$ cat config.mk
export PLATFORM = sky130hd
export DESIGN_NAME = pds_cell
export DESIGN_NICKNAME = d
export VERILOG_FILES = /design/src/rtl/pds_pkg.sv /design/src/rtl/pds_cell.sv
export SDC_FILE = /design/constraint.sdc
export NUM_CORES = 1
export LEC_CHECK = 0
export BUFFER_PORTS_ARGS = -buffer_cell sky130_fd_sc_hd__clkbuf_2
export CORE_MARGIN = 5
export CORE_UTILIZATION = 39
export CTS_BUF_LIST = sky130_fd_sc_hd__clkbuf_16
export DETAILED_ROUTE_END_ITERATION = 10
export PLACE_DENSITY = 0.79
export SLEW_MARGIN = 25
export SYNTH_ARGS = -nofsm -noshare
export SYNTH_HDL_FRONTEND = slang
export SYNTH_SLANG_ARGS = --single-unit
$ cat constraint.sdc
create_clock -name clk -period 1.02 [get_ports clk]
set_input_delay 0.204 -clock clk [delete_from_list [all_inputs] [get_ports clk]]
set_output_delay 0.204 -clock clk [all_outputs]
set_load 0.02 [all_outputs]
$ cat src/rtl/pds_pkg.sv
`timescale 1ns / 1ps
`default_nettype none
// ----------------------------------------------------------------------------
// pds_pkg: shared types and constants for the position deque store
// Entry layout, command and status codes, and the control structs that run
// along the row of storage cells.
// ----------------------------------------------------------------------------
package pds_pkg;

	localparam int CAPACITY = 256;
	localparam int IDX_W    = $clog2(CAPACITY);
	localparam int CNT_W    = $clog2(CAPACITY + 1);
	localparam int COORD_W  = 8;
	localparam int RIDX_W   = 8;
	localparam int SIZE_W   = 9;
	localparam int CMP_W    = (CNT_W > RIDX_W) ? CNT_W : RIDX_W;

	typedef enum logic [2:0] {
		CMD_INS_HEAD = 3'd0,
		CMD_INS_TAIL = 3'd1,
		CMD_REM_HEAD = 3'd2,
		CMD_REM_TAIL = 3'd3,
		CMD_READ     = 3'd4
	} cmd_t;

	typedef enum logic [1:0] {
		STS_OK      = 2'd0,
		STS_FULL    = 2'd1,
		STS_EMPTY   = 2'd2,
		STS_RANGE   = 2'd3
	} status_t;

	typedef enum logic {
		ST_IDLE,
		ST_READ
	} state_t;

	typedef struct packed {
		logic [COORD_W-1:0] symbol;
		logic [COORD_W-1:0] y;
		logic [COORD_W-1:0] x;
	} entry_t;

	// broadcast to every cell for one cycle when a command is taken
	typedef struct packed {
		logic             ins_head;
		logic             ins_tail;
		logic             rem_head;
		logic [IDX_W-1:0] tail_pos;
		entry_t           entry;
	} cell_ctrl_t;

	// read probe walking the row, one cell per cycle
	typedef struct packed {
		logic             vld;
		logic [IDX_W-1:0] idx;
		entry_t           entry;
	} probe_t;

endpackage
`default_nettype wire

$ cat src/rtl/pds_cell.sv
`timescale 1ns / 1ps
`default_nettype none
// ----------------------------------------------------------------------------
// pds_cell: one storage cell of the deque row
// Holds the entry at one list position, shifts with its neighbors on head
// insert and head remove, and passes the read probe on to the next cell.
// ----------------------------------------------------------------------------
module pds_cell (
	input  wire                                clk,
	input  wire                                arst_n,
	input  wire logic [pds_pkg::IDX_W-1:0]     cell_index,
	input  wire pds_pkg::cell_ctrl_t           ctrl,
	input  wire pds_pkg::entry_t               prev_entry,
	input  wire pds_pkg::entry_t               next_entry,
	input  wire pds_pkg::probe_t               probe_in,
	output pds_pkg::entry_t                    entry_out,
	output pds_pkg::probe_t                    probe_out
);

	pds_pkg::entry_t entry_q;
	logic            probe_vld_q;
	logic [pds_pkg::IDX_W-1:0] probe_idx_q;
	pds_pkg::entry_t probe_entry_q;

	always_ff @(posedge clk) begin
		if (ctrl.ins_head) begin
			entry_q <= prev_entry;
		end else if (ctrl.rem_head) begin
			entry_q <= next_entry;
		end else if (ctrl.ins_tail && (ctrl.tail_pos == cell_index)) begin
			entry_q <= ctrl.entry;
		end
	end

	always_ff @(posedge clk or negedge arst_n) begin
		if (!arst_n) begin
			probe_vld_q <= 1'b0;
		end else begin
			probe_vld_q <= probe_in.vld;
		end
	end

	// the matching cell drops its entry into the probe
	always_ff @(posedge clk) begin
		probe_idx_q <= probe_in.idx;
		if (probe_in.vld && (probe_in.idx == cell_index)) begin
			probe_entry_q <= entry_q;
		end else begin
			probe_entry_q <= probe_in.entry;
		end
	end

	assign entry_out       = entry_q;
	assign probe_out.vld   = probe_vld_q;
	assign probe_out.idx   = probe_idx_q;
	assign probe_out.entry = probe_entry_q;

endmodule
`default_nettype wire

==> Yosys cells after proc, flatten, opt, wreduce, memory -nomap -nowiden <==
Cells that the tools add are included.
{ "classes": {"n_mux": 4, "addsub": 0, "n_mul": 0, "magnitude_cmp": 0, "reduce_logical": 3, "bitwise_logic": 0, "shift": 0, "n_div": 0, "n_eq_ne": 2} }
{ "ops": {"columns": ["cell", "count"], "rows": [
  ["24-bit 2-to-1 mux", 4],
  ["8-bit == test", 2],
  ["3-bit nonzero test", 1],
  ["1-bit logical AND", 2]
]} }
{ "word_totals": {"ramBits": 0, "ff_bits": 57, "latchBits": 0, "mem_count": 0, "elab_cells": 17, "in_bits": 126, "mem_bits_ro": 0, "out_inout_bits": 57} }

==> Longest topological paths before layout <==
Gate-level depths: netlist of the first run.
{ "depth": {"depth_word": 5, "depth_mapped": 5, "ltp_nobuf": 4} }

==> Worst setup path before layout of the first run <==
No wires, ideal clock.
{ "synth_timing": {"path_kind": "in2reg", "start": "input cell_index[4] (netlist name)", "end": "register entry_q (netlist bit entry_out[0]), enable pin", "setup_ps": 386, "setup_slack_ps": -729, "cell_stages": 3, "path_buffers": 0, "arrival_time_ps": 1363, "required_ps": 634, "cell_sequence": "xor2_1 nor4_1 a311o_1"} }
{ "synth_via": {"elab_chain_cells": 3} }
{ "synth_lines": {"columns": ["item", "line_no", "rtl"], "rows": [
  ["start, declared", "pds_cell.sv:11", "input wire logic [pds_pkg::IDX_W-1:0] cell_index,"],
  ["8-bit == test", "pds_cell.sv:30", "end else if (ctrl.ins_tail && (ctrl.tail_pos == cell_index)) begin"],
  ["1-bit logical AND", "pds_cell.sv:30", null],
  ["3-bit nonzero test (no line)", null, null],
  ["end signal, assigned", "pds_cell.sv:27", "entry_q <= prev_entry;"],
  ["end signal, assigned", "pds_cell.sv:29", "entry_q <= next_entry;"],
  ["end signal, assigned", "pds_cell.sv:31", "entry_q <= ctrl.entry;"],
  ["end, declared", "pds_cell.sv:20", "pds_pkg::entry_t entry_q;"]
]} }
No other way between the ends.
A chain may end at the register's enable or synchronous reset.

==> Worst setup path after layout of the first run <==
{ "layout_timing": {"start": "input cell_index[3] (netlist name)", "end": "register entry_q (netlist bit entry_out[1]), enable pin"} }
The elaborated chain is that of the path after synthesis.

==> results of run 1 <==
## critical path, delay by kind of cell
kind                   cells  cell delay, ps
XOR/XNOR                   1             170
AND/OR/NAND/NOR            2             300
buffers and inverters      2             280
AO/OA/AOI/OAI              1             290
## synth_stat cells, drive strengths merged
master | number | area share
edfxtp | 24 | 0.30
buf | 6 | 0.019
nand3 | 1 | 0.0021
nor3 | 1 | 0.0069
xnor2 | 13 | 0.048
dfrtp | 1 | 0.011
xor2 | 3 | 0.011
nor4 | 1 | 0.0026
o21ai | 24 | 0.051
a311o | 1 | 0.0042
clkbuf | 5 | 0.0079
nand4 | 2 | 0.0053
mux2i | 24 | 0.10
dfxtp | 32 | 0.27
mux2 | 24 | 0.11
nand2 | 25 | 0.040
## worst paths after layout
kind / depth (start not counted) / startpoint / slack [ps] / endpoint
worst max register to register: 3 / entry_out[11]$_DFFE_PP_ / -50 / probe_out[11]$_DFF_P_
max in group asynchronous: 2 / arst_n / 720 / probe_vld_q$_DFF_PN0_
min in group asynchronous: 2 / arst_n / 210 / probe_vld_q$_DFF_PN0_
worst min register to register: 1 / entry_out[23]$_DFFE_PP_ / 530 / probe_out[23]$_DFF_P_
worst max-delay path: 6 / cell_index[3] / -210 / entry_out[1]$_DFFE_PP_
worst min-delay path: 1 / probe_in[28] / 10 / probe_idx_q[4]$_DFF_P_
## per-stage QoR
stage,hold WS (ps),setup TNS (ps),util
2_1_floorplan,-91.59,-18920,-
3_3_place_gp,-17.60,-26700,0.5949
3_5_place_dp,-18.19,-29450,0.5949
4_1_cts,1.443,-9889,0.6627
5_1_grt,1.702,-13540,0.7301
6_report,13.53,-10230,0.7301
## registers in the layout (all words and copies together) (netlist names)
name,count
entry_out,24
probe_idx_q,8
probe_vld_q,1
probe_out,24
## cell type report
cell class	count	area share
sequential	57	0.3207
clock buffer	9	0.05210
multi-input combinational	119	0.2561
timing repair buffer	212	0.3410
tap	75	0.02171
clock inverter	6	0.008394
## cells by family after synthesis
group                     Yosys count  synth area share
AOI/OAI and AO/OA                  25           0.05503
xor gates and xnor gates           16           0.05926
DFF                                57            0.5862
and+or+nand+nor                    30           0.05661
muxes                              48            0.2159
buffers and inverters              11           0.02698
## repair_timing
item                                    4_1_cts  5_1_grt
hold buffers                                  1        3
setup buffers                                 6        9
cloned                                        0        3
gates resized for setup                      17      106
hold endpoints to repair                      1        3
pin swaps                                     1        5
endpoints found under the setup margin       73       85
## routing by layer
layer  GRT usage  wire length (um)  part of all wire  up-vias
met5           0                 0                 0        -
met4     0.07531                68            0.0086        0
met3     0.04421               470             0.059        8
met2      0.3363              4568              0.58       78
met1      0.2045              2819              0.36      993
li1            -                 -                 -     1090
## report_power, final
group	total, W	internal, W	switching, W
Clock	0.00259	0.00161	0.000984
Combinational	0.00140	0.000777	0.000619
Sequential	0.00271	0.00260	0.000111
Total	0.00669	0.00498	0.00171
==> impl_results.md, run 1 <==
- Status: complete, but fails checks
- Failing checks: setup timing
- Starting Density: 0.3994
- Die height: 87.87 um
- Clock Latency Late Sink: 320 ps
- CTS max path bufs: 2
- Crit path largest cell delay: 290 ps
- Initial antenna violation count: 0
- Placed Cells: 441
- Non-filler instance count after layout: 478
- Ant diodes: 0
- Endpoints failing setup: 73
- Overall routing resource usage: 0.1844
- Most frequent cells in the layout: clkbuf_2 (136), dfxtp_1 (32), buf_6 (27), nand2_1 (25)
- CP max-delay cell: a311o_2
- Multi-input logic area: 0.001107 mm2
- Final Instance Area: 0.004323 mm2
- Fin. max-slew vios: 0
- Clk root buf: clkbuf_16
- # port buffers: 182
- DPL Wire Length: 5773 um
- Vias in the first global route: 2307
- Pwr/cell area: 1548 mW/mm2
- HP Class: in2reg
- Worst setup SP type: input pin
- Routed WL per cell: 16.58 um
- Core Area: 0.005921 mm2
- Critical path cell sequence: clkbuf_2 > xnor2_2 > nand4_1 > nor4_2 > a311o_2 > buf_12
- Maximum clock frequency: 812.1 MHz
- Yosys warnings: 0
- Register area: 0.001386 mm2
- Clk sinks: 57
- Crit path kind: in2reg
- Crit path DAT: 1260 ps
- Clock-pin transition on the worst setup and hold timing paths: 50 ps
- Fillers: 422
- CTS tree: built
- Final Cycle Share: 1.207
- Unrepaired setup endpoints after global routing: yes
- Cell Area, Placed: 0.003522 mm2
- Leak: 2.153 nW
- Synth unique cells: 19
- VDD IR-drop max: 1.218 mV
- Routed Antenna Nets: 0
- Row cnt: 28
- Total Wirelength: 7926 um
- Post-synthesis sequential area ratio: 0.5862
- Nets: 525
- Synth Area per Inst: 12.65 um2
- Slew @ Worst Pin: 357.8 ps
- DRC Markers: 0
- DRT Pass-1 Iters: 4
- Required @ worst endpoint: 1040 ps
- Number of max-cap violations: 0
- Dpl ws: -561.4 ps
- Final number of hold-violating endpoints: 0
- RD Place Congestion: 0.7716
- Syn_nets: 313
- Crit path max fanout: 15
- Post-Syn Instances: 187
- Die width: 87.87 um
- Clock Skews: 3.759 ps
- Crit end category: flip-flop
- First-pass GRT wire length: 10760 um
- Overflow after GRT: 0
- Share of cells above drive strength 1: 0.6427
- Final setup margin: -211.3 ps
- I/O pin count: 183
- Commonest non-fill, non-tap cell in the layout: clkbuf_2
- #FFs+latches synth: 57
- Power, Total: 0.006691 W
- Initial DRC count: 56
- Synth Cell Area: 0.002365 mm2
- Inserted Clock Buffers: 9
- Area grow syn2layout: 82.80%
- Worst relative slew slack: 0.7615
- Crit path time final: 1231 ps
- Die ar.: 0.007721 mm2
- Via count: 2169
- H-tree level count: 3
- Largest net degree at the start of global routing: 44
- Vias/cell: 4.538
(Power assumes the default switching activity.)
==> run 2: changes to the inputs <==
--- a/config.mk
+++ b/config.mk
@@ -6,7 +6,7 @@
 export NUM_CORES = 1
 export LEC_CHECK = 0
 export BUFFER_PORTS_ARGS = -buffer_cell sky130_fd_sc_hd__clkbuf_2
-export CORE_MARGIN = 5
+export CORE_MARGIN = 2
 export CORE_UTILIZATION = 39
 export CTS_BUF_LIST = sky130_fd_sc_hd__clkbuf_16
 export DETAILED_ROUTE_END_ITERATION = 10
==> impl_results.md, run 2 (synthesis gave the netlist of run 1 again) <==
- Worst setup SP type: input pin
- Final Cycle Share: 1.242
- CTS tree: built
- Die ar.: 0.006703 mm2
- CTS max path bufs: 2
- First-pass GRT wire length: 9363 um
- Slew @ Worst Pin: 239.8 ps
- VDD IR-drop max: 1.478 mV
- DRT Pass-1 Iters: 4
- Overflow after GRT: 0
- Crit path kind: in2reg
- Die height: 81.87 um
- HP Class: in2reg
- Clock Skews: 5.351 ps
- Fillers: 400
- Largest net degree at the start of global routing: 39
- Final setup margin: -247.1 ps
- Worst relative slew slack: 0.8385
- Crit path max fanout: 5
- Clock-pin transition on the worst setup and hold timing paths: 60 ps
- Row cnt: 28
- Vias/cell: 4.606
- Fin. max-slew vios: 0
- Hold WS: 21.17 ps
- Endpoints failing setup: 73
- Leak: 2.190 nW
- # port buffers: 182
- Clk sinks: 57
- Crit end category: flip-flop
- Commonest non-fill, non-tap cell in the layout: clkbuf_2
- Pwr/cell area: 1623 mW/mm2
- Number of max-cap violations: 0
- Multi-input logic area: 0.001096 mm2
- Final number of hold-violating endpoints: 0
- Die width: 81.87 um
- Initial DRC count: 81
- Clock Latency Late Sink: 310 ps
- Starting Density: 0.4018
- Required @ worst endpoint: 1220 ps
- Core Area: 0.005886 mm2
- Nets: 523
- Setup TNS: -11410 ps
- Clk root buf: clkbuf_16
- Unrepaired setup endpoints after global routing: yes
- Crit path time final: 1267 ps
- Total Wirelength: 7320 um
- Maximum clock frequency: 789.2 MHz
- Vias in the first global route: 1977
- Failing checks: setup timing
- Most frequent cells in the layout: clkbuf_2 (133), dfxtp_1 (31), buf_6 (29), nand2_1 (25)
- Inserted Clock Buffers: 9
- Share of cells above drive strength 1: 0.6418
- Initial antenna violation count: 0
- RD Place Congestion: 0.9000
- Routed WL per cell: 15.35 um
- Overall routing resource usage: 0.1872
- DPL Wire Length: 5006 um
- H-tree level count: 3
- Via count: 2197
- Status: complete, but fails checks
- Register area: 0.001388 mm2
- Area grow syn2layout: 85.19%
- Routed Antenna Nets: 0
- Crit path DAT: 1460 ps
- Ant diodes: 0
- I/O pin count: 183
- DRC Markers: 0
-- run 2: what timing repair did --
| action | in CTS | in global routing |
|---|---|---|
| cloned | 0 | 3 |
| hold endpoints to repair | 1 | 4 |
| pin swaps | 1 | 6 |
| endpoints found under the setup margin | 74 | 89 |
| hold buffers | 1 | 4 |
| gates resized for setup | 11 | 118 |
| setup buffers | 2 | 10 |
-- run 2: worst max-delay path, stage by stage --
cell       delay, ps
buf_6            100
xnor2_2          150
nand4_1          160
nor3_4           240
buf_12           160
clkbuf_16        150
mux2_4           300
-- run 2: layout make-up --
type / count / share of cell area
clock buffer: 10 / 0.05714
sequential: 57 / 0.3169
clock inverter: 6 / 0.01257
tap: 75 / 0.02143
multi-input combinational: 119 / 0.2503
timing repair buffer: 210 / 0.3417
-- run 2: stage by stage --
stage	instances	cell area, um2	total power (W)	worst slack, ps	utilization
4_1_cts	460	3930	0.006865	-170.5	0.6677
3_3_place_gp	441	3535	0.003774	-550.2	0.6006
2_1_floorplan	187	2486	0.003262	-412.4	-
5_1_grt	477	4379	0.007398	-283.3	0.7440
3_5_place_dp	441	3535	0.003796	-575.6	0.6006
6_report	477	4379	0.007107	-247.1	0.7440
-- run 2: layer usage --
| layer | GRT usage | share of wire | vias up |
|---|---|---|---|
| met5 | 0 | 0 | - |
| met4 | 0.09000 | 0.017 | 0 |
| met3 | 0.04505 | 0.059 | 11 |
| met2 | 0.3236 | 0.54 | 102 |
| met1 | 0.2165 | 0.38 | 996 |
| li1 | - | - | 1088 |
-- run 2: path summary, 6_finish.rpt --
check	endpoint	slack, ps	cells past startpoint	startpoint
worst min-delay path	probe_idx_q[3]$_DFF_P_	20	1	probe_in[27]
worst min register to register	probe_out[2]$_DFF_P_	510	1	entry_out[2]$_DFFE_PP_
max in group asynchronous	probe_vld_q$_DFF_PN0_	730	2	arst_n
worst max register to register	probe_out[18]$_DFF_P_	0	3	entry_out[18]$_DFFE_PP_
worst max-delay path	probe_out[13]$_DFF_P_	-250	7	probe_in[24]
min in group asynchronous	probe_vld_q$_DFF_PN0_	210	2	arst_n
-- run 2: power breakdown --
part / switching [W] / internal (W) / leakage [nW]
logic: 0.000613 / 0.000763 / 1.50
registers: 0.000112 / 0.00260 / 0.529
clock network: 0.00101 / 0.00201 / 0.159
total: 0.00174 / 0.00537 / 2.19
==> run 3: changes to the inputs <==
--- a/config.mk
+++ b/config.mk
@@ -15,3 +15,4 @@
 export SYNTH_ARGS = -nofsm -noshare
 export SYNTH_HDL_FRONTEND = slang
 export SYNTH_SLANG_ARGS = --single-unit
+export TNS_END_PERCENT = 20
==> impl_results.md, run 3 (synthesis gave the netlist of run 1 again) <==
- Initial DRC count: 48
- Total Wirelength: 6588 um
- Nets: 508
- Die width: 81.87 um
- Overall routing resource usage: 0.1932
- DRC Markers: 0
- Ant diodes: 0
- Core Area: 0.005886 mm2
- Crit path time final: 1246 ps
- I/O pin count: 183
- Clk sinks: 57
- Vias/cell: 4.667
- Clk root buf: clkbuf_16
- Starting Density: 0.4018
- Routed Antenna Nets: 0
- Routed WL per cell: 14.26 um
- Crit path DAT: 1280 ps
- Fin. max-slew vios: 0
- Pwr/cell area: 1679 mW/mm2
- HP Class: in2reg
- Failing checks: setup timing
- VDD IR-drop max: 1.002 mV
- Worst relative slew slack: 0.8319
- Slew @ Worst Pin: 249.6 ps
- H-tree level count: 3
- Crit path max fanout: 6
- Endpoints failing setup: 73
- Placed Cells: 444
- Non-filler instance count after layout: 462
- RD Place Congestion: 0.9387
- Via count: 2156
- Setup TNS: -10550 ps
- Vias in the first global route: 2097
- DRT Pass-1 Iters: 4
- Row cnt: 28
- Die ar.: 0.006703 mm2
- First-pass GRT wire length: 9508 um
- Clock Skews: 4.170 ps
- Most frequent cells in the layout: clkbuf_2 (140), dfxtp_1 (30), buf_2 (29), nand2_1 (25)
- Clock-pin transition on the worst setup and hold timing paths: 50 ps
- Maximum clock frequency: 802.9 MHz
- Final number of hold-violating endpoints: 0
- Required @ worst endpoint: 1050 ps
- Cell Area, Placed: 0.003465 mm2
- CTS max path bufs: 2
- Number of max-cap violations: 0
- Post-CTS Setup Inserts: 0
- Largest net degree at the start of global routing: 25
- # port buffers: 182
- Share of cells above drive strength 1: 0.6331
- Crit path kind: in2reg
- Crit end category: flip-flop
- Clock Latency Late Sink: 310 ps
- DPL Wire Length: 5157 um
- Final Instance Area: 0.003944 mm2
- Leak: 1.960 nW
- Area grow syn2layout: 66.77%
- Die height: 81.87 um
- CTS tree: built
- Initial antenna violation count: 0
- Unrepaired setup endpoints after global routing: yes
- Status: complete, but fails checks
- Worst setup SP type: input pin
- Inserted Clock Buffers: 9
- Overflow after GRT: 0
- Final setup margin: -225.6 ps
- Commonest non-fill, non-tap cell in the layout: clkbuf_2
- Final Cycle Share: 1.221
## run 3: changes by cell type in the layout (fill, tap and decap cells not counted), moves of 2 or more
| cell | delta |
|---|---|
| xnor2_1 | +2 |
| xnor2_2 | -2 |
| clkbuf_8 | -2 |
| mux2_4 | -22 |
| buf_2 | +19 |
| clkbuf_16 | -2 |
| clkbuf_2 | +7 |
| mux2_2 | +21 |
| buf_6 | -24 |
| buf_4 | -9 |
| dlygate4sd3_1 | -4 |
| buf_8 | -2 |
## run 3: what timing repair did
| item | 4_1_cts | 5_1_grt |
|---|---|---|
| endpoints found under the setup margin | 76 | 83 |
| hold buffers | 1 | 0 |
| pin swaps | 2 | 2 |
| cloned | 0 | 1 |
| endpoints found under the hold margin | 1 | 0 |
| resized for setup | 9 | 62 |
## run 3: worst max-delay path, stage by stage
cell       delay [ps]
clkbuf_8          130
xor2_2            140
nor4_2            290
a311o_2           330
clkbuf_16         180
## run 3: worst paths after layout
path,startpoint,to,slack [ps],cells after the start
max,cell_index[4],entry_out[15]$_DFFE_PP_,-230,5
min,probe_in[30],probe_idx_q[6]$_DFF_P_,20,1
max reg2reg,entry_out[3]$_DFFE_PP_,probe_out[3]$_DFF_P_,180,1
min reg2reg,entry_out[2]$_DFFE_PP_,probe_out[2]$_DFF_P_,500,1
max in group asynchronous,arst_n,probe_vld_q$_DFF_PN0_,730,2
min in group asynchronous,arst_n,probe_vld_q$_DFF_PN0_,200,2
## run 3: metal layers
| layer | track usage | wire length [um] | vias up |
|---|---|---|---|
| met4 | 0.1083 | 155 | 0 |
| met1 | 0.2011 | 2366 | 991 |
| met3 | 0.04945 | 454 | 13 |
| met5 | 0 | 0 | - |
| met2 | 0.3504 | 3612 | 93 |
| li1 | - | - | 1059 |
## run 3: report_power, final
group          switching (W)  internal, W  total, W
Combinational       0.000587     0.000552   0.00114
Sequential         0.0000717      0.00259   0.00266
Clock               0.000963      0.00186   0.00282
Total                0.00162      0.00500   0.00662
## run 3: final cells by class
cell class,count,area [um2]
Clock buffer,9,225.2
Multi-Input combinational cell,119,1001
Fill cell,453,1942
Timing Repair Buffer,195,1174
Tap cell,75,93.84
Sequential cell,57,1389
Clock inverter,7,61.31
## run 3: stage by stage
step,worst slack (ps),util,hold WS (ps),power [W]
after detailed placement,-554.0,0.5886,-19.75,0.003769
after floorplan,-412.4,-,-91.59,0.003214
after global routing,-274.3,0.6701,9.292,0.006900
after global placement,-531.3,0.5886,-20.10,0.003734
final,-225.6,0.6701,19.74,0.006623
after CTS,-184.4,0.6465,2.227,0.006650
