<file path="src/rtl/pds_pkg.sv">
`timescale 1ns / 1ps
`default_nettype none
// ----------------------------------------------------------------------------
// pds_pkg: shared types and constants for the position deque store
// Entry layout, command and status codes, and the control structs that run
// along the row of storage cells.
// ----------------------------------------------------------------------------
package pds_pkg;

	localparam int CAPACITY = 256;
	localparam int IDX_W    = $clog2(CAPACITY);
	localparam int CNT_W    = $clog2(CAPACITY + 1);
	localparam int COORD_W  = 8;
	localparam int RIDX_W   = 8;
	localparam int SIZE_W   = 9;
	localparam int CMP_W    = (CNT_W > RIDX_W) ? CNT_W : RIDX_W;

	typedef enum logic [2:0] {
		CMD_INS_HEAD = 3'd0,
		CMD_INS_TAIL = 3'd1,
		CMD_REM_HEAD = 3'd2,
		CMD_REM_TAIL = 3'd3,
		CMD_READ     = 3'd4
	} cmd_t;

	typedef enum logic [1:0] {
		STS_OK      = 2'd0,
		STS_FULL    = 2'd1,
		STS_EMPTY   = 2'd2,
		STS_RANGE   = 2'd3
	} status_t;

	typedef enum logic {
		ST_IDLE,
		ST_READ
	} state_t;

	typedef struct packed {
		logic [COORD_W-1:0] symbol;
		logic [COORD_W-1:0] y;
		logic [COORD_W-1:0] x;
	} entry_t;

	// broadcast to every cell for one cycle when a command is taken
	typedef struct packed {
		logic             ins_head;
		logic             ins_tail;
		logic             rem_head;
		logic [IDX_W-1:0] tail_pos;
		entry_t           entry;
	} cell_ctrl_t;

	// read probe walking the row, one cell per cycle
	typedef struct packed {
		logic             vld;
		logic [IDX_W-1:0] idx;
		entry_t           entry;
	} probe_t;

endpackage
`default_nettype wire

</file>
<file path="src/rtl/pds_ctrl.sv">
`timescale 1ns / 1ps
`default_nettype none
// ----------------------------------------------------------------------------
// pds_ctrl: command decode, size tracking and result register
// Decodes each item, keeps the entry count, drives the cell row and holds
// the result until the output side takes it.
// ----------------------------------------------------------------------------
module pds_ctrl (
	input  wire                                 clk,
	input  wire                                 arst_n,
	input  wire                                 in_valid,
	output logic                                in_ready,
	input  wire pds_pkg::cmd_t                  command,
	input  wire pds_pkg::entry_t                in_entry,
	input  wire logic [pds_pkg::RIDX_W-1:0]     read_index,
	output logic                                out_valid,
	input  wire                                 out_ready,
	output pds_pkg::entry_t                     out_entry,
	output logic [pds_pkg::SIZE_W-1:0]          list_size,
	output pds_pkg::status_t                    status,
	output pds_pkg::cell_ctrl_t                 cell_ctrl,
	output pds_pkg::probe_t                     probe_launch,
	input  wire pds_pkg::probe_t                probe_return
);

	pds_pkg::state_t state_q, state_d;
	logic [pds_pkg::CNT_W-1:0] count_q, count_d;
	logic                      out_vld_q;
	pds_pkg::entry_t           out_entry_q;
	logic [pds_pkg::SIZE_W-1:0] out_size_q;
	pds_pkg::status_t          out_status_q;

	logic                      accept;
	logic                      full, empty, in_range, launch, load;
	logic [pds_pkg::CMP_W-1:0] idx_ext, cnt_ext;
	pds_pkg::status_t          sts_d;
	pds_pkg::entry_t           load_entry;
	pds_pkg::status_t          load_status;
	logic [pds_pkg::CNT_W-1:0] load_size;

	assign in_ready = (state_q == pds_pkg::ST_IDLE) && (!out_vld_q || out_ready);
	assign accept   = in_valid && in_ready;
	assign full     = (count_q == pds_pkg::CNT_W'(pds_pkg::CAPACITY));
	assign empty    = (count_q == '0);
	assign idx_ext  = pds_pkg::CMP_W'(read_index);
	assign cnt_ext  = pds_pkg::CMP_W'(count_q);
	assign in_range = (idx_ext < cnt_ext);

	always_comb begin
		cell_ctrl          = '0;
		cell_ctrl.tail_pos = count_q[pds_pkg::IDX_W-1:0];
		cell_ctrl.entry    = in_entry;
		count_d            = count_q;
		sts_d              = pds_pkg::STS_OK;
		launch             = 1'b0;
		if (accept) begin
			case (command)
				pds_pkg::CMD_INS_HEAD, pds_pkg::CMD_INS_TAIL: begin
					if (full) begin
						sts_d = pds_pkg::STS_FULL;
					end else begin
						cell_ctrl.ins_head = (command == pds_pkg::CMD_INS_HEAD);
						cell_ctrl.ins_tail = (command == pds_pkg::CMD_INS_TAIL);
						count_d = count_q + 1'b1;
					end
				end
				pds_pkg::CMD_REM_HEAD, pds_pkg::CMD_REM_TAIL: begin
					if (empty) begin
						sts_d = pds_pkg::STS_EMPTY;
					end else begin
						cell_ctrl.rem_head = (command == pds_pkg::CMD_REM_HEAD);
						count_d = count_q - 1'b1;
					end
				end
				pds_pkg::CMD_READ: begin
					if (in_range) begin
						launch = 1'b1;
					end else begin
						sts_d = pds_pkg::STS_RANGE;
					end
				end
				default: begin
				end
			endcase
		end
	end

	assign probe_launch.vld   = launch;
	assign probe_launch.idx   = idx_ext[pds_pkg::IDX_W-1:0];
	assign probe_launch.entry = '0;

	// next state
	always_comb begin
		state_d = state_q;
		case (state_q)
			pds_pkg::ST_IDLE: begin
				if (launch) begin
					state_d = pds_pkg::ST_READ;
				end
			end
			pds_pkg::ST_READ: begin
				if (probe_return.vld) begin
					state_d = pds_pkg::ST_IDLE;
				end
			end
			default: state_d = pds_pkg::ST_IDLE;
		endcase
	end

	// result load
	always_comb begin
		load        = 1'b0;
		load_entry  = '0;
		load_status = sts_d;
		load_size   = count_d;
		case (state_q)
			pds_pkg::ST_IDLE: begin
				load = accept && !launch;
			end
			pds_pkg::ST_READ: begin
				load        = probe_return.vld;
				load_entry  = probe_return.entry;
				load_status = pds_pkg::STS_OK;
				load_size   = count_q;
			end
			default: begin
			end
		endcase
	end

	always_ff @(posedge clk or negedge arst_n) begin
		if (!arst_n) begin
			state_q   <= pds_pkg::ST_IDLE;
			count_q   <= '0;
			out_vld_q <= 1'b0;
		end else begin
			state_q <= state_d;
			count_q <= count_d;
			if (load) begin
				out_vld_q <= 1'b1;
			end else if (out_ready) begin
				out_vld_q <= 1'b0;
			end
		end
	end

	always_ff @(posedge clk) begin
		if (load) begin
			out_entry_q  <= load_entry;
			out_size_q   <= pds_pkg::SIZE_W'(load_size);
			out_status_q <= load_status;
		end
	end

	assign out_valid = out_vld_q;
	assign out_entry = out_entry_q;
	assign list_size = out_size_q;
	assign status    = out_status_q;

endmodule
`default_nettype wire

</file>
<file path="config.mk">
export PLATFORM = sky130hd
export DESIGN_NAME = pds_ctrl
export DESIGN_NICKNAME = d
export VERILOG_FILES = /design/src/rtl/pds_pkg.sv /design/src/rtl/pds_ctrl.sv
export SDC_FILE = /design/constraint.sdc
export NUM_CORES = 1
export LEC_CHECK = 0
export BUFFER_PORTS_ARGS = -buffer_cell sky130_fd_sc_hd__buf_2
export CAP_MARGIN = 20
export CORE_MARGIN = 3
export CORE_UTILIZATION = 45
export CTS_CLUSTER_SIZE = 14
export DETAILED_ROUTE_END_ITERATION = 16
export PLACE_DENSITY_LB_ADDON = 0.3
export SETUP_SLACK_MARGIN = 0.15
export SLEW_MARGIN = 20
export SYNTH_ARGS = -nofsm -noshare
export SYNTH_HDL_FRONTEND = slang
export SYNTH_SLANG_ARGS = --single-unit
</file>
<file path="constraint.sdc">
create_clock -name clk -period 10.4 [get_ports clk]
set_clock_uncertainty 0.2 [all_clocks]
set_input_delay 1.04 -clock clk [delete_from_list [all_inputs] [get_ports clk]]
set_output_delay 1.04 -clock clk [all_outputs]
set_load 0.005 [all_outputs]
</file>
After elaboration in Yosys (flattened, before gate mapping):

Cells that the tools add are included.

* register bits after elaboration: 46
* RAM bits: 0
* memories kept: 0
* output and inout bits: 105
* word-level logic and storage cells: 53
* memory bits (read-only): 0
* input bits: 72
* bits in latches: 0

* muxes and demuxes: 23
* $lt $le $gt $ge: 1
* equal/unequal tests: 5
* reductions and logical operators: 12
* $mul: 0
* shifts and indexed selects: 0
* div/mod/pow operators: 0
* bitwise gates (word level): 2
* add/subtract/negate cells: 2

Operators with widths (count)
* two-way mux 9 bit: 4
* case mux 9 bit (2 select lines): 1
* two-way mux 1 bit: 10
* adder 9 x 1 -> 9 bit, second input constant: 1
* == test 9 bit, second input constant: 1
* zero test 9 bit: 1
* < comparator 8 x 9 -> 1 bit: 1
* subtractor 9 x 1 -> 9 bit, second input constant: 1
* two-way mux 2 bit: 4
* == test 3 x 2 -> 1 bit, second input constant: 2
* case mux 2 bit (3 select lines): 1
* OR reduction 2 bit: 3
* case mux 1 bit (2 select lines): 2
* == test 3 x 1 -> 1 bit, second input constant: 1
* == test 3 bit, second input constant: 1
* logical AND 1 bit: 3
* zero test 3 bit: 1
* two-way mux 3 bit: 1
* zero test 1 bit: 2
* NOT 1 bit: 2
* nonzero test 2 bit: 1
* logical OR 1 bit: 1

Logic depth before layout (Yosys ltp):

Gate-level depths: netlist (run 1).

* depth in word-level cells: 9
* mapped depth: 8
* mapped depth without buffers: 6

Worst setup path after synthesis (run 1):

OpenSTA, ideal clock, no wires.

* path type: input port to flip-flop
* start: input read_index[2] in the netlist's numbering
* end: register out_size_q (netlist bit list_size[0]), enable pin
* required time: 9.724 ns
* path buffers: 0
* stages: 5
* arrival time: 4.282 ns
* library setup time: 0.476 ns
* setup slack: 5.442 ns
* cells stage by stage: ha_1 nand2_1 o21ai_0 a41oi_1 o21ai_0

* cells in the longest elaborated chain, start to end: 7

RTL lines
* from (decl): RTL line pds_ctrl.sv:15 `input wire logic [pds_pkg::RIDX_W-1:0] read_index,`
* < comparator 8 x 9 -> 1 bit: RTL line pds_ctrl.sv:47 `assign in_range = (idx_ext < cnt_ext);`
* two-way mux 1 bit: RTL line pds_ctrl.sv:76 `if (in_range) begin`
* two-way mux 1 bit: RTL line pds_ctrl.sv:57 `case (command)`
* two-way mux 1 bit: RTL line pds_ctrl.sv:56 `if (accept) begin`
* zero test 1 bit: RTL line pds_ctrl.sv:118 `load = accept && !launch;`
* logical AND 1 bit: RTL line pds_ctrl.sv:118
* case mux 1 bit (2 select lines): RTL line pds_ctrl.sv:116 `case (state_q)`
* via load: RTL line pds_ctrl.sv:34 `logic full, empty, in_range, launch, load;`
* to (signal assigned): RTL line pds_ctrl.sv:150 `out_size_q <= pds_pkg::SIZE_W'(load_size);`
* to (decl): RTL line pds_ctrl.sv:30 `logic [pds_pkg::SIZE_W-1:0] out_size_q;`

The timed path passes the listed nets, and every way through them passes these cells.
A chain may end at the register's enable or synchronous reset.

==> reports/qor_table.md, run 1 <==
| Parameter | This run | Unit |
|:---|:---|:---|
| Outcome | finished, final reports clean | - |
| Total power after layout | 532 | µW |
| Most numerous cell in the Yosys netlist | sky130_fd_sc_hd__buf_4 | - |
| Combined flip-flop and latch cell area | 1330 | µm² |
| Critical path capture point type | output port | - |
| Critical path buffer and inverter count | 1 | - |
| Area growth from synthesis to layout | 8.03 | % |
| Post-synthesis instance total | 273 | - |
| DRC violation count after routing | 0 | - |
| Per-cell via count in the routed design | 5.12 | - |
| Share of Yosys cell area claimed by the top area cell type | 35.7 | % |
| Clock slew at the register clock pins of the worst setup and hold paths | 0.09 | ns |
| Count of flip-flops with a built-in enable after synthesis | 35 | - |
| Core box area | 6130 | µm² |
| Buffer cell driving the clock tree root | sky130_fd_sc_hd__clkbuf_8 | - |
| CP delay by family, top | simple AND/OR/NAND/NOR gates | - |
| Die span in y | 86.9 | µm |
| Post-CTS resize count | 0 | - |
| Share of synthesized registers carrying an async set or reset | 23.9 | % |
| Placement Rows | 28 | - |
| Final HPWL DP | 4840 | µm |
| Clock Latency Late Sink | 0.30 | ns |
| Data required time of the worst path | 9.16 | ns |
| Slew at the pin closest to its max-slew limit | 0.903 | ns |
| Count of unique library cells instantiated by Yosys | 55 | - |
| Total routing resource utilization after global routing | 16.3 | % |
| Count of pins over their slew limit | 0 | - |
| Pin count of the biggest net entering global routing | 36 | - |
| Min-Delay Path Class | input pin to asynchronous set/reset pin | - |
| Post-synth design cell area | 2950 | µm² |
| Final core utilization | 51.9 | % |
| Most prevalent standard cell on the critical path | sky130_fd_sc_hd__nand2b_1 | - |
| Post-synthesis area per instance | 10.8 | µm² |
| Number of antenna violations at the first check in global routing | 0 | - |
| Initial DRC count | 79 | - |
| PnR worst setup slack | 6.62 | ns |
| Die width | 86.9 | µm |
| Worst slack, placed | 6.66 | ns |
| GRT Residual Overflow | 0 | - |
| Crit-path max cell delay | 0.72 | ns |
| IO buf count | 96 | - |
| Count of hold buffers inserted by post-cts repair | 0 | - |
| Area taken by multi-input logic gates | 1130 | µm² |
| First-pass iteration count of the detailed router | 4 | - |
| Unrepaired setup endpoints after global routing | no | - |
| Final net count | 405 | - |
| I/O pins | 177 | - |
| Top cells by instance count after synthesis | sky130_fd_sc_hd__buf_4, sky130_fd_sc_hd__edfxtp_1, sky130_fd_sc_hd__and2_1, sky130_fd_sc_hd__dfrtp_1, sky130_fd_sc_hd__inv_1 | - |
| Slowest cell on crit path | sky130_fd_sc_hd__nor3_1 | - |
| Longest Clk Path Bufs | 2 | - |
| Die Outline Area | 7560 | µm² |
| CP Class | register to output port | - |
| Cells traversed along the worst timing path | nand2b_1 -> nor3_1 -> nand2b_1 -> nor3b_1 -> buf_2 | - |
| Setup bufs post-CTS | 0 | - |
| Sum of routed wire length over all layers | 6390 | µm |
| TNS Setup | 0 | ns |
| Starting density of the core | 48.1 | % |
| GP Congestion | 0.858 | - |
| Final Hold Fails | 0 | - |
| Leakage component of the power | 1.38 | nW |
| Number of H-tree levels | 2 | - |
| Max frequency | 264 | MHz |
| Worst endpoint data arrival time | 2.54 | ns |
| TritonCTS buffer count | 5 | - |
| Setup violations, final | 0 | - |
| Reported max-cap violation count | 0 | - |
| Post-synth top area cell | sky130_fd_sc_hd__edfxtp_1 | - |
| Post-route minimum period | 3.78 | ns |
| Pwr dens | 167 | nW/µm² |
| Startpoint type of the worst setup path | register | - |
| Worst-path maximum fanout | 29 | - |
| Worst hold slack | 0.419 | ns |
| Top cells by area in the synthesized netlist | sky130_fd_sc_hd__edfxtp_1, sky130_fd_sc_hd__buf_4, sky130_fd_sc_hd__dfrtp_1, sky130_fd_sc_hd__and2_1, sky130_fd_sc_hd__ha_1 | - |
| Fill cell total of the finished layout | 553 | - |
| Wire length of the first global-routing pass | 9600 | µm |
| Share of the yosys chip area belonging to registers | 45.0 | % |
| Number of warnings reported in the yosys synthesis log | 0 | - |
| Number of sinks handled by clock tree synthesis | 46 | - |
| Final antenna diode count | 0 | - |
| Slew HR | 39.4 | % |
| Part of the cycle the worst path needs | 36.4 | % |
| Number of routed nets with antenna violations | 0 | - |
| Layout cells sized above 1 | 35.7 | % |
| Average wire per standard cell | 16.0 | µm |
| Flop and latch count out of synthesis | 46 | - |
| TritonCTS clock tree | done | - |
| Via count of the first global-routing pass | 1923 | - |
| Vias after detailed routing | 2049 | - |
| Main synth FF type | sky130_fd_sc_hd__edfxtp_1 | - |
| Highest ir drop seen on vdd | 0.0781 | mV |
==> layout by cell type, fill, tap and decap left out, types with 3 or more instances in the layout <==
master,count
sky130_fd_sc_hd__a21o_1,3
sky130_fd_sc_hd__a21oi_1,4
sky130_fd_sc_hd__a221o_1,3
sky130_fd_sc_hd__and2_1,25
sky130_fd_sc_hd__and3_1,6
sky130_fd_sc_hd__buf_2,96
sky130_fd_sc_hd__clkbuf_8,5
sky130_fd_sc_hd__conb_1,24
sky130_fd_sc_hd__dfrtp_1,11
sky130_fd_sc_hd__edfxtp_1,35
sky130_fd_sc_hd__ha_1,9
sky130_fd_sc_hd__inv_1,10
sky130_fd_sc_hd__nand2_1,9
sky130_fd_sc_hd__nand2b_1,3
sky130_fd_sc_hd__nand3_1,4
sky130_fd_sc_hd__nor2_1,5
sky130_fd_sc_hd__nor2b_1,4
sky130_fd_sc_hd__nor3_1,7
sky130_fd_sc_hd__nor3b_1,3
sky130_fd_sc_hd__xnor2_1,8
==> area by class of cell <==
cell class	instances	share of cell area, %
multi-input cells	164	35.5
flip-flops and latches	46	41.7
inverters	10	1.18
clock buffers	6	2.28
well taps	75	2.95
clock inverters	2	0.432
repair buffers	97	16.0
==> kinds of logic after synthesis <==
kind of cell               count (synthesis)  synth area share (%)
AOI/OAI and AO/OA                         36                  9.64
muxes                                      3                  1.10
and+or+nand+nor                           83                  17.7
other                                      1                 0.127
xor gates and xnor gates                   9                  2.68
DFF                                       46                  45.0
buffers and inverters                     86                  19.9
adders and majority gates                  9                  3.82
==> layer usage <==
metal,wire (µm),up-vias,part of all wire [%],track usage [%]
met3,416,18,6.5,3.03
met5,0,-,0,0
met1,2580,957,40,20.3
met4,186,0,2.9,7.37
met2,3200,87,50,27.2
li1,-,987,-,-
==> through the flow <==
step / cell area, µm² / std cells
2_1_floorplan: 3030 / 296
3_3_place_gp: 3070 / 391
3_5_place_dp: 3070 / 391
4_1_cts: 3160 / 399
5_1_grt: 3180 / 400
6_report: 3180 / 400
==> worst reg2reg max path, stage by stage, from the launching register on <==
cell and delay [ns]:
sky130_fd_sc_hd__dfrtp_1 0.52, sky130_fd_sc_hd__inv_1 0.18, sky130_fd_sc_hd__ha_1 0.32, sky130_fd_sc_hd__and3_1 0.21, sky130_fd_sc_hd__a221o_1 0.33, sky130_fd_sc_hd__a41oi_1 0.47, sky130_fd_sc_hd__o21ai_4 0.26, sky130_fd_sc_hd__buf_16 0.25
==> report_power, final <==
group	total (mW)	switching, mW	internal [mW]
combinational	0.160	0.0851	0.0754
sequential	0.264	0.0340	0.230
clock	0.107	0.0599	0.0475
total	0.532	0.179	0.353
==> path summary, 6_finish.rpt <==
kind,from,endpoint,slack (ns),cells after the start
worst max-delay path,state_q,cell_ctrl[34],6.62,5
worst min-delay path,arst_n,state_q,0.42,1
worst max register to register,cnt_ext[7],list_size[8],7.41,7
worst min register to register,cnt_ext[4],cnt_ext[4],0.47,1
max in group asynchronous,arst_n,cnt_ext[2],9.34,1
min in group clk,cnt_ext[4],cnt_ext[4],0.47,1
==> flip-flops by register name, summed over array words and instances, names as in the netlist <==
name and flops:
out_valid 1, status 2, cnt_ext 9, state_q 1, out_entry 24, list_size 9
Note: power is estimated with default switching activity, not from simulation.
==> inputs of run 2 (changes only) <==
CORE_UTILIZATION = 40   (was 45)
clock period = 3.4 ns   (was 10.4 ns; I/O delays follow)
==> run 2 against run 1 <==
Net effect: setup slack got worse by 6.1 ns; worst hold slack got worse by 0.39 ns; final area rose by 1.7%; core utilization fell by 5.5 points; final cell count rose by 6.3%; sequential share of layout area fell by 0.71 points; clock power rose to 3.1 times the previous value; power rose to 3.1 times the previous value; critical endpoint is now cell_ctrl[33]; highest routed layer unchanged.
==> reports/qor_table.md, run 2 (synthesized netlist as in run 1, its figures left out) <==
| Parameter | This run | Unit | Delta |
|:---|:---|:---|:---|
| Via count of the first global-routing pass | 2067 | - | was 1923 |
| Post-route minimum period | 2.86 | ns |  |
| Min-Delay Path Class | input pin to register | - | was input pin to asynchronous set/reset pin |
| Count of pins over their slew limit | 0 | - | unchanged |
| Highest ir drop seen on vdd | 0.294 | mV | was 0.0781 mV |
| Data required time of the worst path | 2.86 | ns | was 9.16 ns |
| Final antenna diode count | 0 | - | unchanged |
| CP delay by family, top | simple AND/OR/NAND/NOR gates | - | unchanged |
| Setup violations, final | 0 | - | unchanged |
| Die Outline Area | 8430 | µm² | was 7560 µm² |
| Final Hold Fails | 0 | - | unchanged |
| Final HPWL DP | 4770 | µm | was 4840 µm |
| Unrepaired setup endpoints after global routing | no | - | unchanged |
| Area growth from synthesis to layout | 9.89 | % | was 8.03% |
| Startpoint type of the worst setup path | register | - | unchanged |
| GP Congestion | 0.942 | - | was 0.858 |
| Max frequency | 350 | MHz |  |
| Area of placed instances | 3140 | µm² | was 3070 µm² |
| Placement Rows | 30 | - | was 28 |
| GRT Residual Overflow | 0 | - | unchanged |
| Longest Clk Path Bufs | 2 | - | unchanged |
| TritonCTS buffer count | 5 | - | unchanged |
| Starting density of the core | 42.2 | % | was 48.1% |
| Per-cell via count in the routed design | 4.96 | - | was 5.12 |
| Worst-path maximum fanout | 6 | - | was 29 |
| Worst slack, placed | 0.575 | ns | was 6.66 ns |
| Clock slew at the register clock pins of the worst setup and hold paths | 0.09 | ns | about the same |
| Critical path capture point type | output port | - | unchanged |
| DRC violation count after routing | 0 | - | unchanged |
| Area of all placed cells without fillers | 3240 | µm² | was 3180 µm² |
| TNS Setup | 0 | ns | unchanged |
| Crit-path max cell delay | 0.45 | ns | was 0.72 ns |
| Most common library cell in the layout ignoring fill and taps | sky130_fd_sc_hd__buf_2 | - | unchanged |
| Cell Count, Final, Fillers Out | 425 | - | was 400 |
| Max reg flops | 24 | - | unchanged |
| Clock Latency Late Sink | 0.30 | ns | about the same |
| IO buf count | 96 | - | unchanged |
| Pwr dens | 508 | nW/µm² | was 167 nW/µm² |
| Slew HR | 62.4 | % | was 39.4% |
| Buffer cell driving the clock tree root | sky130_fd_sc_hd__clkbuf_8 | - | unchanged |
| Die width | 91.8 | µm | was 86.9 µm |
| Number of routed nets with antenna violations | 0 | - | unchanged |
| Slowest cell on crit path | sky130_fd_sc_hd__dfrtp_1 | - | was sky130_fd_sc_hd__nor3_1 |
| Total placed cells including tap cells | 416 | - | was 391 |
| Total routing resource utilization after global routing | 14.6 | % | was 16.3% |
| Critical path buffer and inverter count | 2 | - | was 1 |
| Number of sinks handled by clock tree synthesis | 46 | - | unchanged |
| PnR worst setup slack | 0.541 | ns | was 6.62 ns |
| Number of H-tree levels | 2 | - | unchanged |
| Initial DRC count | 99 | - | was 79 |
| Layout cells sized above 1 | 36.5 | % | was 35.7% |
| Sum of routed wire length over all layers | 6140 | µm | was 6390 µm |
| First-pass iteration count of the detailed router | 4 | - | unchanged |
| CP Class | register to output port | - | unchanged |
| Most frequent cells in the layout | sky130_fd_sc_hd__buf_2, sky130_fd_sc_hd__edfxtp_1, sky130_fd_sc_hd__and2_1 | - | unchanged |
| Register-to-register setup slack | 0.55 | ns | was 7.41 ns |
| Core box area | 6980 | µm² | was 6130 µm² |
| Pin count of the biggest net entering global routing | 31 | - | was 36 |
| Average wire per standard cell | 14.4 | µm | was 16.0 µm |
| TritonCTS clock tree | done | - | unchanged |
| Outcome | finished, final reports clean | - | unchanged |
| Slew at the pin closest to its max-slew limit | 0.556 | ns | was 0.903 ns |
| Worst endpoint data arrival time | 2.32 | ns | was 2.54 ns |
| Vias after detailed routing | 2107 | - | was 2049 |
| Fill cell total of the finished layout | 676 | - | was 553 |
| I/O pins | 177 | - | unchanged |
| Final net count | 409 | - | was 405 |
| Leakage component of the power | 1.40 | nW | was 1.38 nW |
| Number of antenna violations at the first check in global routing | 0 | - | unchanged |
| Part of the cycle the worst path needs | 84.1 | % |  |
| Cells traversed along the worst timing path | inv_1 -> ha_1 -> or3b_4 -> nor3_1 -> nand2_1 -> and3_1 -> buf_2 | - | was nand2b_1 -> nor3_1 -> nand2b_1 -> nor3b_1 -> buf_2 |
| Wire length of the first global-routing pass | 9950 | µm | was 9600 µm |
| Setup bufs post-CTS | 0 | - | unchanged |
| Die span in y | 91.8 | µm | was 86.9 µm |
| Reported max-cap violation count | 0 | - | unchanged |
[run 2: final cells by class]
cell class / instances / area, µm² / share of cell area [%]
Sequential cell: 46 / 1330 / 41.0
Multi-Input combinational cell: 164 / 1130 / 34.9
Timing Repair Buffer: 101 / 533 / 16.5
Tap cell: 96 / 120 / 3.71
Clock buffer: 5 / 68.8 / 2.13
Inverter: 10 / 37.5 / 1.16
Clock inverter: 3 / 21.3 / 0.657
[run 2: final timing paths]
kind,startpoint,end,depth (start not counted)
max,cnt_ext[0],cell_ctrl[33],7
min,probe_return[32],state_q,2
max reg2reg,cnt_ext[7],out_entry[6],7
min reg2reg,cnt_ext[4],cnt_ext[4],1
max in group asynchronous,arst_n,out_valid,2
min in group asynchronous,arst_n,cnt_ext[0],2
[run 2: layer usage]
metal / GRT usage (%) / up-vias / wire length, µm
li1: - / 998 / -
met3: 4.10 / 12 / 580
met2: 25.0 / 113 / 2870
met1: 17.7 / 984 / 2650
met5: 0 / - / 0
met4: 4.46 / 0 / 48
[run 2: metrics by stage]
step / hold slack (ns) / total power, mW / util [%]
CTS: 0.0216 / 1.67 / 46.4
floorplan: -0.156 / 1.21 / -
global route: 0.0184 / 1.76 / 46.4
detailed placement: 0.0450 / 1.32 / 44.9
global placement: 0.0444 / 1.32 / 44.9
finish: 0.0322 / 1.64 / 46.4
[run 2: what timing repair did]
action                     CTS  global route
gates resized for setup      0             0
setup endpoints to repair    0             0
hold endpoints to repair    11             0
hold buffers                 1             0
[run 2: where the power goes]
| part | switching [mW] | total [mW] | internal [mW] |
|---|---|---|---|
| sequential | 0.0778 | 0.782 | 0.705 |
| combinational | 0.286 | 0.525 | 0.239 |
| clock | 0.192 | 0.337 | 0.145 |
| total | 0.556 | 1.64 | 1.09 |
